--- src/design/pte_pkg.sv ---
// types, constants and color functions of the pixel tone effect engine
`timescale 1ns / 1ps
package pte_pkg;
	localparam int COORD_BITS = 12;
	localparam int CTR_W      = 11;
	localparam int AX_W       = (COORD_BITS > CTR_W) ? COORD_BITS : CTR_W;
	localparam int RATIO_W    = 17;
	localparam int SC_W       = AX_W + RATIO_W;
	localparam int SQ_W       = 2 * SC_W;
	localparam int D_W        = SQ_W + 1 - 32;
	localparam int REM_W      = D_W + 8;
	localparam int DIV_W      = 24;
	localparam int NCELL      = 9;
	localparam int NFRONT     = 4;
	localparam int NSTAGE     = NFRONT + NCELL;
	localparam int CFG_IDX_W  = 3;
	localparam int CFG_DATA_W = 24;

	typedef enum logic [1:0] {
		MODE_PASS, MODE_FEATHER, MODE_SEPIA, MODE_WOODCUT
	} mode_t;

	typedef enum logic [CFG_IDX_W-1:0] {
		CFG_MODE, CFG_CCOL, CFG_CROW, CFG_RATIO, CFG_SCALE, CFG_DIV
	} cfg_idx_t;

	localparam logic [CTR_W-1:0]   RST_CCOL  = 11'd320;
	localparam logic [CTR_W-1:0]   RST_CROW  = 11'd240;
	localparam logic [RATIO_W-1:0] RST_RATIO = 17'd49152;
	localparam logic [DIV_W-1:0]   RST_DIV   = 24'd80000;

	localparam logic [15:0] SEP_B_R = 16'd17826, SEP_B_G = 16'd34996, SEP_B_B = 16'd8585;
	localparam logic [15:0] SEP_G_R = 16'd22872, SEP_G_G = 16'd44958, SEP_G_B = 16'd11010;
	localparam logic [15:0] SEP_R_R = 16'd25756, SEP_R_G = 16'd50397, SEP_R_B = 16'd12386;

	typedef struct packed {
		logic [7:0] blue;
		logic [7:0] green;
		logic [7:0] red;
	} pte_rgb_t;

	typedef struct packed {
		pte_rgb_t         pix;
		pte_rgb_t         alt;
		logic [REM_W-1:0] rem;
		logic [7:0]       quo;
		logic             sat;
	} pte_item_t;

	function automatic logic [7:0] sepia_ch(input logic [15:0] kr, input logic [15:0] kg,
		input logic [15:0] kb, input logic [7:0] r, input logic [7:0] g, input logic [7:0] b);
		logic [25:0] s;
		s = 26'(kr) * 26'(r) + 26'(kg) * 26'(g) + 26'(kb) * 26'(b);
		return (s[25:16] > 10'd255) ? 8'hFF : s[23:16];
	endfunction

	function automatic logic [7:0] woodcut(input logic [7:0] r, input logic [7:0] g,
		input logic [7:0] b);
		logic [21:0] l;
		l = 22'(r) * 22'd4899 + 22'(g) * 22'd9617 + 22'(b) * 22'd1868 + 22'd8192;
		return (l[21:14] > 8'd127) ? 8'hFF : 8'h00;
	endfunction
endpackage

--- src/design/pte_div_cell.sv ---
// one cell of the divider chain: one quotient bit or the saturation test
`timescale 1ns / 1ps
module pte_div_cell import pte_pkg::*; (
	input  logic             clk,
	input  logic             arst_n,
	input  logic             en,
	input  logic             sat_cell,
	input  logic [REM_W-1:0] dsh,
	input  logic             vin,
	input  pte_item_t        din,
	output logic             vout,
	output pte_item_t        dout
);
	logic      ge;
	pte_item_t nxt;

	assign ge = din.rem >= dsh;

	always_comb begin
		nxt = din;
		if (sat_cell) begin
			nxt.sat = ge;
		end else begin
			nxt.quo = {din.quo[6:0], ge & ~din.sat};
			if (ge && !din.sat) nxt.rem = din.rem - dsh;
		end
	end

	always_ff @(posedge clk or negedge arst_n) begin
		if (!arst_n) begin
			vout <= 1'b0;
		end else if (en) begin
			vout <= vin;
		end
	end

	always_ff @(posedge clk) begin
		if (en) dout <= nxt;
	end
endmodule

--- config.mk ---
export PLATFORM = sky130hd
export DESIGN_NAME = pte_div_cell
export DESIGN_NICKNAME = d
export VERILOG_FILES = /design/src/design/pte_pkg.sv /design/src/design/pte_div_cell.sv
export SDC_FILE = /design/constraint.sdc
export NUM_CORES = 1
export LEC_CHECK = 0
export CAP_MARGIN = 25
export CORE_MARGIN = 4
export CORE_UTILIZATION = 69
export CTS_CLUSTER_SIZE = 12
export DETAILED_ROUTE_END_ITERATION = 10
export DONT_BUFFER_PORTS = 1
export GPL_ROUTABILITY_DRIVEN = 0
export PLACE_DENSITY_LB_ADDON = 0.1
export SLEW_MARGIN = 20
export SYNTH_ARGS = -nofsm -noshare
export SYNTH_HDL_FRONTEND = slang
export SYNTH_SLANG_ARGS = --single-unit
--- constraint.sdc ---
create_clock -name clk -period 1.5 [get_ports clk]
set_clock_uncertainty 0.1 [all_clocks]
set_input_delay 0.075 -clock clk [delete_from_list [all_inputs] [get_ports clk]]
set_output_delay 0.075 -clock clk [all_outputs]
set_load 0.1 [all_outputs]
==> results_tabular.tex, run 1 <==
\begin{tabular}{lr}
\hline
Metric & Value \\
\hline
\multicolumn{2}{l}{\textbf{Status}} \\
Result of the run & stopped before the end \\
Stage where the flow stopped & 4\_1\_cts \\
Error that halted the flow & [ERROR DPL-0038] Utilization greater than 100\%, impossible to legalize \\
\multicolumn{2}{l}{\textbf{Clocking}} \\
Clk root buf & sky130\_fd\_sc\_hd\_\_clkbuf\_8 \\
Cts bufs inserted & 9 \\
Clk sink count & 93 \\
Post-CTS resize count & 27 \\
H-tree level count & 3 \\
Post-CTS setup buffers & 5 \\
Hold-fix buffers, CTS & 94 \\
CTS Buffer Depth & 2 \\
\multicolumn{2}{l}{\textbf{Synthesis}} \\
Fraction of synthesis flops using an asynchronous set or reset pin & 1.08\% \\
Net count of the mapped netlist & 651 \\
Gate Count Post-Synth & 483 \\
Largest area contributor in the synthesized netlist & sky130\_fd\_sc\_hd\_\_edfxtp\_1 \\
EDFF count, synth & 92 \\
Flops \& latches, synth & 93 \\
Seq/Total Area, Yosys & about 50\% \\
Dominant cell by count in the synthesized netlist & sky130\_fd\_sc\_hd\_\_edfxtp\_1 \\
Syn avg cell area & approximately 12 um2 \\
Mapped Area & 5730 um2 \\
Synth top cells by count & sky130\_fd\_sc\_hd\_\_edfxtp\_1 (92), sky130\_fd\_sc\_hd\_\_inv\_1 (48), sky130\_fd\_sc\_hd\_\_ha\_1 (35) \\
Most used flip-flop cell after synthesis & sky130\_fd\_sc\_hd\_\_edfxtp\_1 \\
Area share of the largest cell type after synthesis & 48.3\% \\
Cells taking the most area after synthesis & sky130\_fd\_sc\_hd\_\_edfxtp\_1 (48\%), sky130\_fd\_sc\_hd\_\_mux2\_4 (7.9\%), sky130\_fd\_sc\_hd\_\_ha\_1 (7.6\%) \\
Synth unique cells & 66 \\
YS warnings & 0 \\
\multicolumn{2}{l}{\textbf{Floorplanning}} \\
Die Span Y & 99.1 um \\
Number of placement rows & 32 \\
Width of the die & 99.1 um \\
Effective utilization at floorplan & 72.6\% \\
Number of top-level design ports & 225 \\
\multicolumn{2}{l}{\textbf{Place}} \\
Placed Cells incl. Taps & 774 \\
IO buf count & 0 \\
Area after detailed placement & 7350 um2 \\
Detailed Place HPWL & 16.2 mm \\
\hline
\end{tabular}
[stage by stage]
stage               hold WS (ns)  utilization (%)  setup WS [ns]
global placement          -0.321             93.1          -1.12
floorplan                 -0.321                -          -1.02
detailed placement        -0.321             93.1          -1.39
[cell families after synthesis]
logic type	after synthesis	synth area share [%]
AOI/OAI and AO/OA	119	14.6
and+or+nand+nor	106	9.38
DFF	93	48.7
buffers and inverters	63	5.59
muxes	39	9.62
adders and majority gates	36	8.00
xor gates and xnor gates	27	4.13
==> inputs of run 2 (changes only) <==
- CORE_UTILIZATION: 69 -> 40
- CTS_CLUSTER_SIZE: 12 -> not set
- PLACE_DENSITY_LB_ADDON: 0.1 -> 0.15
==> run 2 against run 1 <==
Effect of this change:
- the flow now finishes, with violations (hold timing, setup timing)
- synthesized area did not move
- synthesized cell count did not move
==> results_tabular.tex, run 2 <==
\begin{tabular}{lr}
\hline
Metric & Value \\
\hline
\multicolumn{2}{l}{\textbf{Status}} \\
Result of the run & finished with violations \\
Violated checks & hold timing, setup timing \\
\multicolumn{2}{l}{\textbf{Floorplanning}} \\
Core Region & 13900 um2 \\
Die Span Y & roughly 130 um \\
Number of top-level design ports & around 230 \\
Width of the die & 128 um \\
Effective utilization at floorplan & 41.1\% \\
Die Area & 16300 um2 \\
Number of placement rows & 43 \\
\multicolumn{2}{l}{\textbf{Synthesis}} \\
Synth unique cells & 66 \\
Seq/Total Area, Yosys & a little under 50\% \\
YS warnings & 0 \\
EDFF count, synth & 92 \\
Adder and majority gate portion of the synthesized area & between 7 and 8\% \\
Fraction of synthesis flops using an asynchronous set or reset pin & 1.08\% \\
Syn avg cell area & 11.9 um2 \\
Net count of the mapped netlist & 651 \\
Dominant cell by count in the synthesized netlist & sky130\_fd\_sc\_hd\_\_edfxtp\_1 \\
Most used flip-flop cell after synthesis & sky130\_fd\_sc\_hd\_\_edfxtp\_1 \\
Mux cell area share after synthesis & 9.62\% \\
Synth top cells by count & sky130\_fd\_sc\_hd\_\_edfxtp\_1 (92), sky130\_fd\_sc\_hd\_\_inv\_1 (48), sky130\_fd\_sc\_hd\_\_ha\_1 (35) \\
Post-synthesis compound-gate area fraction & 14.6\% \\
Synth Area in XOR/XNOR & between 4 and 5\% \\
Combinational family with the most area after synthesis & compound AO/OA/AOI/OAI gates \\
Gate Count Post-Synth & about 480 \\
Area share of the largest cell type after synthesis & slightly below 50\% \\
Simple logic cell fraction of the synthesized area & under 10\% \\
Largest area contributor in the synthesized netlist & sky130\_fd\_sc\_hd\_\_edfxtp\_1 \\
Cells taking the most area after synthesis & sky130\_fd\_sc\_hd\_\_edfxtp\_1 (48\%), sky130\_fd\_sc\_hd\_\_mux2\_4 (7.9\%), sky130\_fd\_sc\_hd\_\_ha\_1 (7.6\%) \\
Flops \& latches, synth & 93 \\
Mapped Area & 5730 um2 \\
\multicolumn{2}{l}{\textbf{Finish}} \\
Flip-flop count of the largest register, all copies and words added & a little over 90 \\
Commonest non-fill, non-tap cells in the layout & sky130\_fd\_sc\_hd\_\_buf\_4 (220), sky130\_fd\_sc\_hd\_\_dlygate4sd3\_1 (96), sky130\_fd\_sc\_hd\_\_edfxtp\_1 (92) \\
Finished Core Util & around 64\% \\
Most frequent standard cell in the layout excluding fill and tap cells & sky130\_fd\_sc\_hd\_\_buf\_4 \\
Area delta synth->final & 56.1\% \\
Register ranked first by flip-flop count & dout \\
Fraction of final layout cells sized beyond drive strength 1 & 39.2\% \\
Finished layout cell area & 8940 um2 \\
Layout Cells excl Fill & 982 \\
Largest registers in the final layout & dout: 92 flops, vout: 1 flops \\
ANT cells & 0 \\
Total Nets Final & 965 \\
\multicolumn{2}{l}{\textbf{Routing}} \\
Post-detailed-route DRC marker count & 0 \\
Post-route antenna net violation count & 0 \\
Routed wirelength normalized by instance count & 17.4 um \\
Iteration-0 DRC Markers & 179 \\
Final wirelength & 17.1 mm \\
First-pass iteration count of the detailed router & 4 \\
Drt via density & 5.00 \\
Overall via count from detail\_route & 4909 \\
\multicolumn{2}{l}{\textbf{Clocking}} \\
Hold-fix buffers, CTS & 96 \\
Cts bufs inserted & 9 \\
CTS Buffer Depth & 2 \\
Clock slew at the register clock pins of the worst setup and hold paths & 0.08 ns \\
Clk sink count & 93 \\
Latest clock arrival within the worst-skew pair & 0.34 ns \\
TritonCTS clock tree & yes \\
H-tree level count & 3 \\
Clk root buf & sky130\_fd\_sc\_hd\_\_clkbuf\_16 \\
\multicolumn{2}{l}{\textbf{Critical path}} \\
Family with the most delay on the worst path & compound AO/OA/AOI/OAI gates \\
Required @ worst endpoint & 1.50 ns \\
CP dominant cell by count & sky130\_fd\_sc\_hd\_\_a21o\_1 \\
Highest net fanout along the worst path & 3 \\
Slowest-stage cell, CP & sky130\_fd\_sc\_hd\_\_or4\_1 \\
Kind of capture point of the worst setup path & register \\
Largest stage delay, worst path & 0.47 ns \\
Combined buffer and inverter count along the critical path & 1 \\
Type of the worst setup path & in2reg \\
Data arrival time of the critical path & $\sim$2.3 ns \\
Launching element type of the critical path & primary input \\
Worst path cell trace & inv\_12 > ha\_4 > a21o\_1 > and2\_4 > o31ai\_4 > a21o\_1 > a31oi\_2 > o31a\_1 > or4\_1 > a31o\_1 \\
\multicolumn{2}{l}{\textbf{Power}} \\
Static leakage power & 3.97 nW \\
Final total power & $\sim$9 mW \\
Power per cell area & 1040 nW/um2 \\
Worst supply voltage drop on vdd & 0.000525 V \\
\multicolumn{2}{l}{\textbf{Global route}} \\
Vias in the first global route & 5126 \\
Maximum number of pins on one net before global-route repair & 94 \\
Number of antenna violations at the first check in global routing & 0 \\
First-pass GRT wire length & between 20 and 30 mm \\
Overall overflow remaining after global route & 0 \\
Overall routing resource usage & 20.3\% \\
\multicolumn{2}{l}{\textbf{Timing}} \\
Relative slew margins & between 60 and 70\% \\
Worst hold slack across all endpoints & -0.262 ns \\
Setup repair after global routing missed its margin & yes \\
Count of final hold-check violations & 93 \\
Top achievable clock speed & 432 MHz \\
Setup violation total in the final timing report & 37 \\
Worst Max-Slew Pin Slew & between 0.5 and 0.6 ns \\
Number of max-slew violations in the final report & 0 \\
Min setup slack post-route & -0.815 ns \\
Tcrit/Tclk final & 154\% \\
Post-layout min period & 2.31 ns \\
\multicolumn{2}{l}{\textbf{Place}} \\
Placed Cells incl. Taps & 861 \\
Area after detailed placement & $\sim$7500 um2 \\
Detailed Place HPWL & 12.7 mm \\
IO buf count & 0 \\
\multicolumn{2}{l}{\textbf{Run}} \\
Max-cap violation count & 0 \\
\multicolumn{2}{l}{\textbf{Worst hold path}} \\
Path type of the worst min-delay path & in2reg \\
\hline
\end{tabular}
-- run 2: path summary, 6_finish.rpt --
check                      slack, ns             start            endpoint  cells past startpoint
setup / recovery               -0.81            dsh[4]  dout[43]$_DFFE_PP_                     10
hold reg to reg                 0.98  vout$_DFFE_PN0P_    vout$_DFFE_PN0P_                      2
hold / removal                 -0.26                en  dout[29]$_DFFE_PP_                      0
setup reg to reg                0.08  vout$_DFFE_PN0P_    vout$_DFFE_PN0P_                      2
min in group asynchronous       0.44            arst_n    vout$_DFFE_PN0P_                      2
max in group asynchronous       0.75            arst_n    vout$_DFFE_PN0P_                      2
-- run 2: what timing repair did --
| action | in CTS | in global routing |
|---|---|---|
| pin swaps | 10 | 6 |
| endpoints found under the setup margin | 37 | 37 |
| setup buffers | 7 | 2 |
| hold endpoints to repair | 185 | 93 |
| resized for setup | 6 | 17 |
-- run 2: power by group --
group          total, mW  switching [mW]  internal (mW)
Sequential          3.19          0.0657           3.12
Combinational       3.87            2.53           1.34
Clock               2.22            1.07           1.15
Total               9.28            3.67           5.61
-- run 2: logic make-up (layout without fill, tap and decap cells) --
logic type | count (synthesis) | in the layout
XOR/XNOR | 27 | 27
adder cells (fa/ha/maj) | 36 | 36
buffers and inverters | 63 | 382
flip-flops | 93 | 93
multiplexers | 39 | 39
AO/OA/AOI/OAI | 119 | 119
AND/OR/NAND/NOR | 106 | 106
-- run 2: cell type report --
class	count	area, um2
clock buffers	9	225
clock inverters	7	58.8
fillers	1100	5000
inverters	48	198
multi-input cells	327	2790
flip-flops and latches	93	2790
well taps	180	225
repair buffers	318	2650
-- run 2: metrics by stage --
stage	worst slack [ns]	setup TNS, ns	hold WS (ns)
final	-0.815	-28.25	-0.262
after detailed placement	-1.23	-43.55	-0.321
after floorplan	-1.02	-36.25	-0.321
after CTS	-0.817	-28.74	-0.272
after global routing	-0.899	-31.89	-0.275
after global placement	-1.20	-42.88	-0.321
-- run 2: per-layer routing --
metal | vias up | track usage (%) | routed length (um)
met5 | - | 0 | 0
met4 | 0 | 5.81 | 276
met3 | 24 | 3.85 | 1120
met2 | 177 | 36.5 | 8580
met1 | 2281 | 24.8 | 7110
li1 | 2427 | - | -
Power figures use the tool's default switching activity.
==> inputs of run 3 (changes only) <==
- ABC_AREA: not set -> 1
- CAP_MARGIN: 25 -> 10
- CORE_UTILIZATION: 40 -> 37
==> run 3 against run 2 <==
Effect of this change:
- the run still ends with hold timing, setup timing left
- sequential power about the same
- power increased by 11%
- fmax increased by 40%
- routed wire length increased by 38%
- combinational power increased by 26%
- global-route usage increased by 1.6 points
- via count increased by 38%
- non-clock buffer count increased by 27
- worst setup slack improved by 0.66 ns
- cell area increased by 28%
- clock power about the same
- register-to-register slack got worse by 0.02 ns
- critical path type unchanged
- highest routed layer unchanged
==> results_tabular.tex, run 3 <==
\begin{tabular}{lr}
\hline
Metric & Value \\
\hline
\multicolumn{2}{l}{\textbf{Critical path}} \\
Slowest-stage cell, CP & sky130\_fd\_sc\_hd\_\_ha\_4 \\
Type of the worst setup path & in2reg \\
Required @ worst endpoint & between 1.5 and 2 ns \\
Data arrival time of the critical path & 1.66 ns \\
Worst path cell trace & inv\_8 > ha\_4 > buf\_6 > nand2\_4 > o21ai\_4 > a21oi\_2 > nand2\_2 > nor2\_4 > nand2\_8 > buf\_12 > buf\_8 > a21oi\_1 > nor2\_1 \\
Kind of capture point of the worst setup path & register \\
Launching element type of the critical path & primary input \\
Largest stage delay, worst path & $\sim$0.25 ns \\
Highest net fanout along the worst path & 5 \\
\multicolumn{2}{l}{\textbf{Clocking}} \\
Clk sink count & 93 \\
Cts bufs inserted & 9 \\
Clk root buf & sky130\_fd\_sc\_hd\_\_clkbuf\_16 \\
TritonCTS clock tree & yes \\
Hold-fix buffers, CTS & between 100 and 150 \\
CTS Buffer Depth & 2 \\
Clock slew at the register clock pins of the worst setup and hold paths & 0.07 ns \\
H-tree level count & 3 \\
Latest clock arrival within the worst-skew pair & 0.34 ns \\
\multicolumn{2}{l}{\textbf{Synthesis}} \\
Synth top cells by count & sky130\_fd\_sc\_hd\_\_nand2\_1 (328), sky130\_fd\_sc\_hd\_\_inv\_1 (200), sky130\_fd\_sc\_hd\_\_edfxtp\_1 (92) \\
Syn avg cell area & 7.45 um2 \\
Gate Count Post-Synth & 867 \\
EDFF count, synth & 92 \\
Flops \& latches, synth & 93 \\
Mapped Area & 6460 um2 \\
Synth unique cells & 29 \\
Fraction of synthesis flops using an asynchronous set or reset pin & 1.08\% \\
Cells taking the most area after synthesis & sky130\_fd\_sc\_hd\_\_edfxtp\_1 (43\%), sky130\_fd\_sc\_hd\_\_nand2\_1 (19\%), sky130\_fd\_sc\_hd\_\_inv\_1 (12\%) \\
YS warnings & 0 \\
Most used flip-flop cell after synthesis & sky130\_fd\_sc\_hd\_\_edfxtp\_1 \\
Largest area contributor in the synthesized netlist & sky130\_fd\_sc\_hd\_\_edfxtp\_1 \\
Dominant cell by count in the synthesized netlist & sky130\_fd\_sc\_hd\_\_nand2\_1 \\
Net count of the mapped netlist & just over 1000 \\
Seq/Total Area, Yosys & 43.2\% \\
Area share of the largest cell type after synthesis & around 43\% \\
\multicolumn{2}{l}{\textbf{Worst hold path}} \\
Path type of the worst min-delay path & in2reg \\
\multicolumn{2}{l}{\textbf{Floorplanning}} \\
Effective utilization at floorplan & 37.6\% \\
Die Area & 19600 um2 \\
Die Span Y & 140 um \\
Number of placement rows & 48 \\
Width of the die & between 100 and 150 um \\
Number of top-level design ports & 225 \\
Core Region & 17200 um2 \\
\multicolumn{2}{l}{\textbf{Finish}} \\
Most frequent standard cell in the layout excluding fill and tap cells & sky130\_fd\_sc\_hd\_\_nand2\_1 \\
Area delta synth->final & 76.8\% \\
Register ranked first by flip-flop count & dout \\
Commonest non-fill, non-tap cells in the layout & sky130\_fd\_sc\_hd\_\_nand2\_1 (226), sky130\_fd\_sc\_hd\_\_buf\_4 (217), sky130\_fd\_sc\_hd\_\_inv\_1 (158) \\
Fraction of final layout cells sized beyond drive strength 1 & approximately 43\% \\
Finished Core Util & 66.5\% \\
Flip-flop count of the largest register, all copies and words added & about 90 \\
Total Nets Final & 1382 \\
Largest registers in the final layout & dout: 92 flops, vout: 1 flops \\
\multicolumn{2}{l}{\textbf{Global route}} \\
Overall routing resource usage & 21.8\% \\
Maximum number of pins on one net before global-route repair & 94 \\
Overall overflow remaining after global route & 0 \\
Number of antenna violations at the first check in global routing & 0 \\
Vias in the first global route & 6576 \\
First-pass GRT wire length & $\sim$34 mm \\
\multicolumn{2}{l}{\textbf{Timing}} \\
Worst Max-Slew Pin Slew & 0.345 ns \\
Min setup slack post-route & -0.152 ns \\
Top achievable clock speed & 605 MHz \\
Setup violation total in the final timing report & 37 \\
Post-layout min period & 1.65 ns \\
Relative slew margins & 77.0\% \\
Number of max-slew violations in the final report & 0 \\
Worst hold slack across all endpoints & -0.264 ns \\
Setup repair after global routing missed its margin & yes \\
TNS Setup & -3.81 ns \\
Count of final hold-check violations & 92 \\
Tcrit/Tclk final & 110\% \\
\multicolumn{2}{l}{\textbf{Place}} \\
Placement-stage worst setup slack & -0.512 ns \\
IO buf count & 0 \\
Detailed Place HPWL & 16.4 mm \\
\multicolumn{2}{l}{\textbf{Power}} \\
Worst supply voltage drop on vdd & 0.000569 V \\
Power per cell area & 903 nW/um2 \\
Final total power & 10.3 mW \\
Static leakage power & 5.49 nW \\
\multicolumn{2}{l}{\textbf{Routing}} \\
Routed wirelength normalized by instance count & 16.3 um \\
Iteration-0 DRC Markers & roughly 350 \\
Post-route antenna net violation count & 0 \\
Drt via density & 4.68 \\
Overall via count from detail\_route & 6762 \\
Final wirelength & 23.6 mm \\
First-pass iteration count of the detailed router & 5 \\
Post-detailed-route DRC marker count & 0 \\
\multicolumn{2}{l}{\textbf{Status}} \\
Violated checks & hold timing, setup timing \\
Result of the run & finished with violations \\
\multicolumn{2}{l}{\textbf{Run}} \\
Max-cap violation count & 0 \\
\hline
\end{tabular}
==> run 3: layout make-up <==
cell class | count | area, um2
Tap cell | 225 | 282
Timing Repair Buffer | 345 | 3080
Multi-Input combinational cell | 565 | 4150
Sequential cell | 93 | 2790
Clock inverter | 6 | 55.1
Antenna cell | 1 | 2.50
Inverter | 200 | 833
Fill cell | 1457 | 5760
Clock buffer | 10 | 229
==> run 3: path summary, 6_finish.rpt <==
check | startpoint | endpoint | slack [ns] | cells past startpoint
max reg2reg | vout$_DFFE_PN0P_ | vout$_DFFE_PN0P_ | 0.06 | 2
min in group asynchronous | arst_n | vout$_DFFE_PN0P_ | 0.39 | 2
min reg2reg | vout$_DFFE_PN0P_ | vout$_DFFE_PN0P_ | 1.01 | 2
max in group asynchronous | arst_n | vout$_DFFE_PN0P_ | 0.80 | 2
max | dsh[30] | dout[42]$_DFFE_PP_ | -0.15 | 13
min | en | dout[34]$_DFFE_PP_ | -0.26 | 0
==> run 3: repair_timing <==
action / CTS / global route
pin swaps: 2 / 77
gates cloned: 0 / 10
buffers inserted: 4 / 26
setup endpoints to repair: 35 / 43
resized for setup: 28 / 199
endpoints found under the hold margin: 186 / 92
==> run 3: worst max-delay path, delay by kind of cell <==
kind | cells | cell delay (ns)
compound gates | 3 | 0.36
buf+inv | 4 | 0.41
fa+ha+maj | 1 | 0.25
simple gates | 5 | 0.55
==> run 3: stage by stage <==
step | cell area (um2) | instances
2_1_floorplan | 7130 | 867
3_3_place_gp | 8850 | 1281
3_5_place_dp | 8850 | 1281
4_1_cts | 10300 | 1409
5_1_grt | 11400 | 1444
6_report | 11400 | 1445
==> run 3: kinds of logic after synthesis <==
logic type | after synthesis | share of synthesized area, %
flops | 93 | 43.2
mux | 1 | 0.174
fa+ha+maj | 36 | 7.09
buf+inv | 210 | 12.9
compound gates | 48 | 4.63
simple gates | 461 | 29.6
xor+xnor | 18 | 2.44
==> run 3: report_power, final <==
| group | internal [mW] | switching, mW |
|---|---|---|
| sequential | 3.12 | 0.0660 |
| combinational | 1.71 | 3.18 |
| clock | 1.16 | 1.07 |
==> run 3: layer usage <==
layer,up-vias,share of wire (%),track usage (%)
met1,3123,42,28.0
met2,237,50,38.4
met5,-,0,0
met3,32,6.7,4.40
met4,0,2.0,4.39
li1,3370,-,-
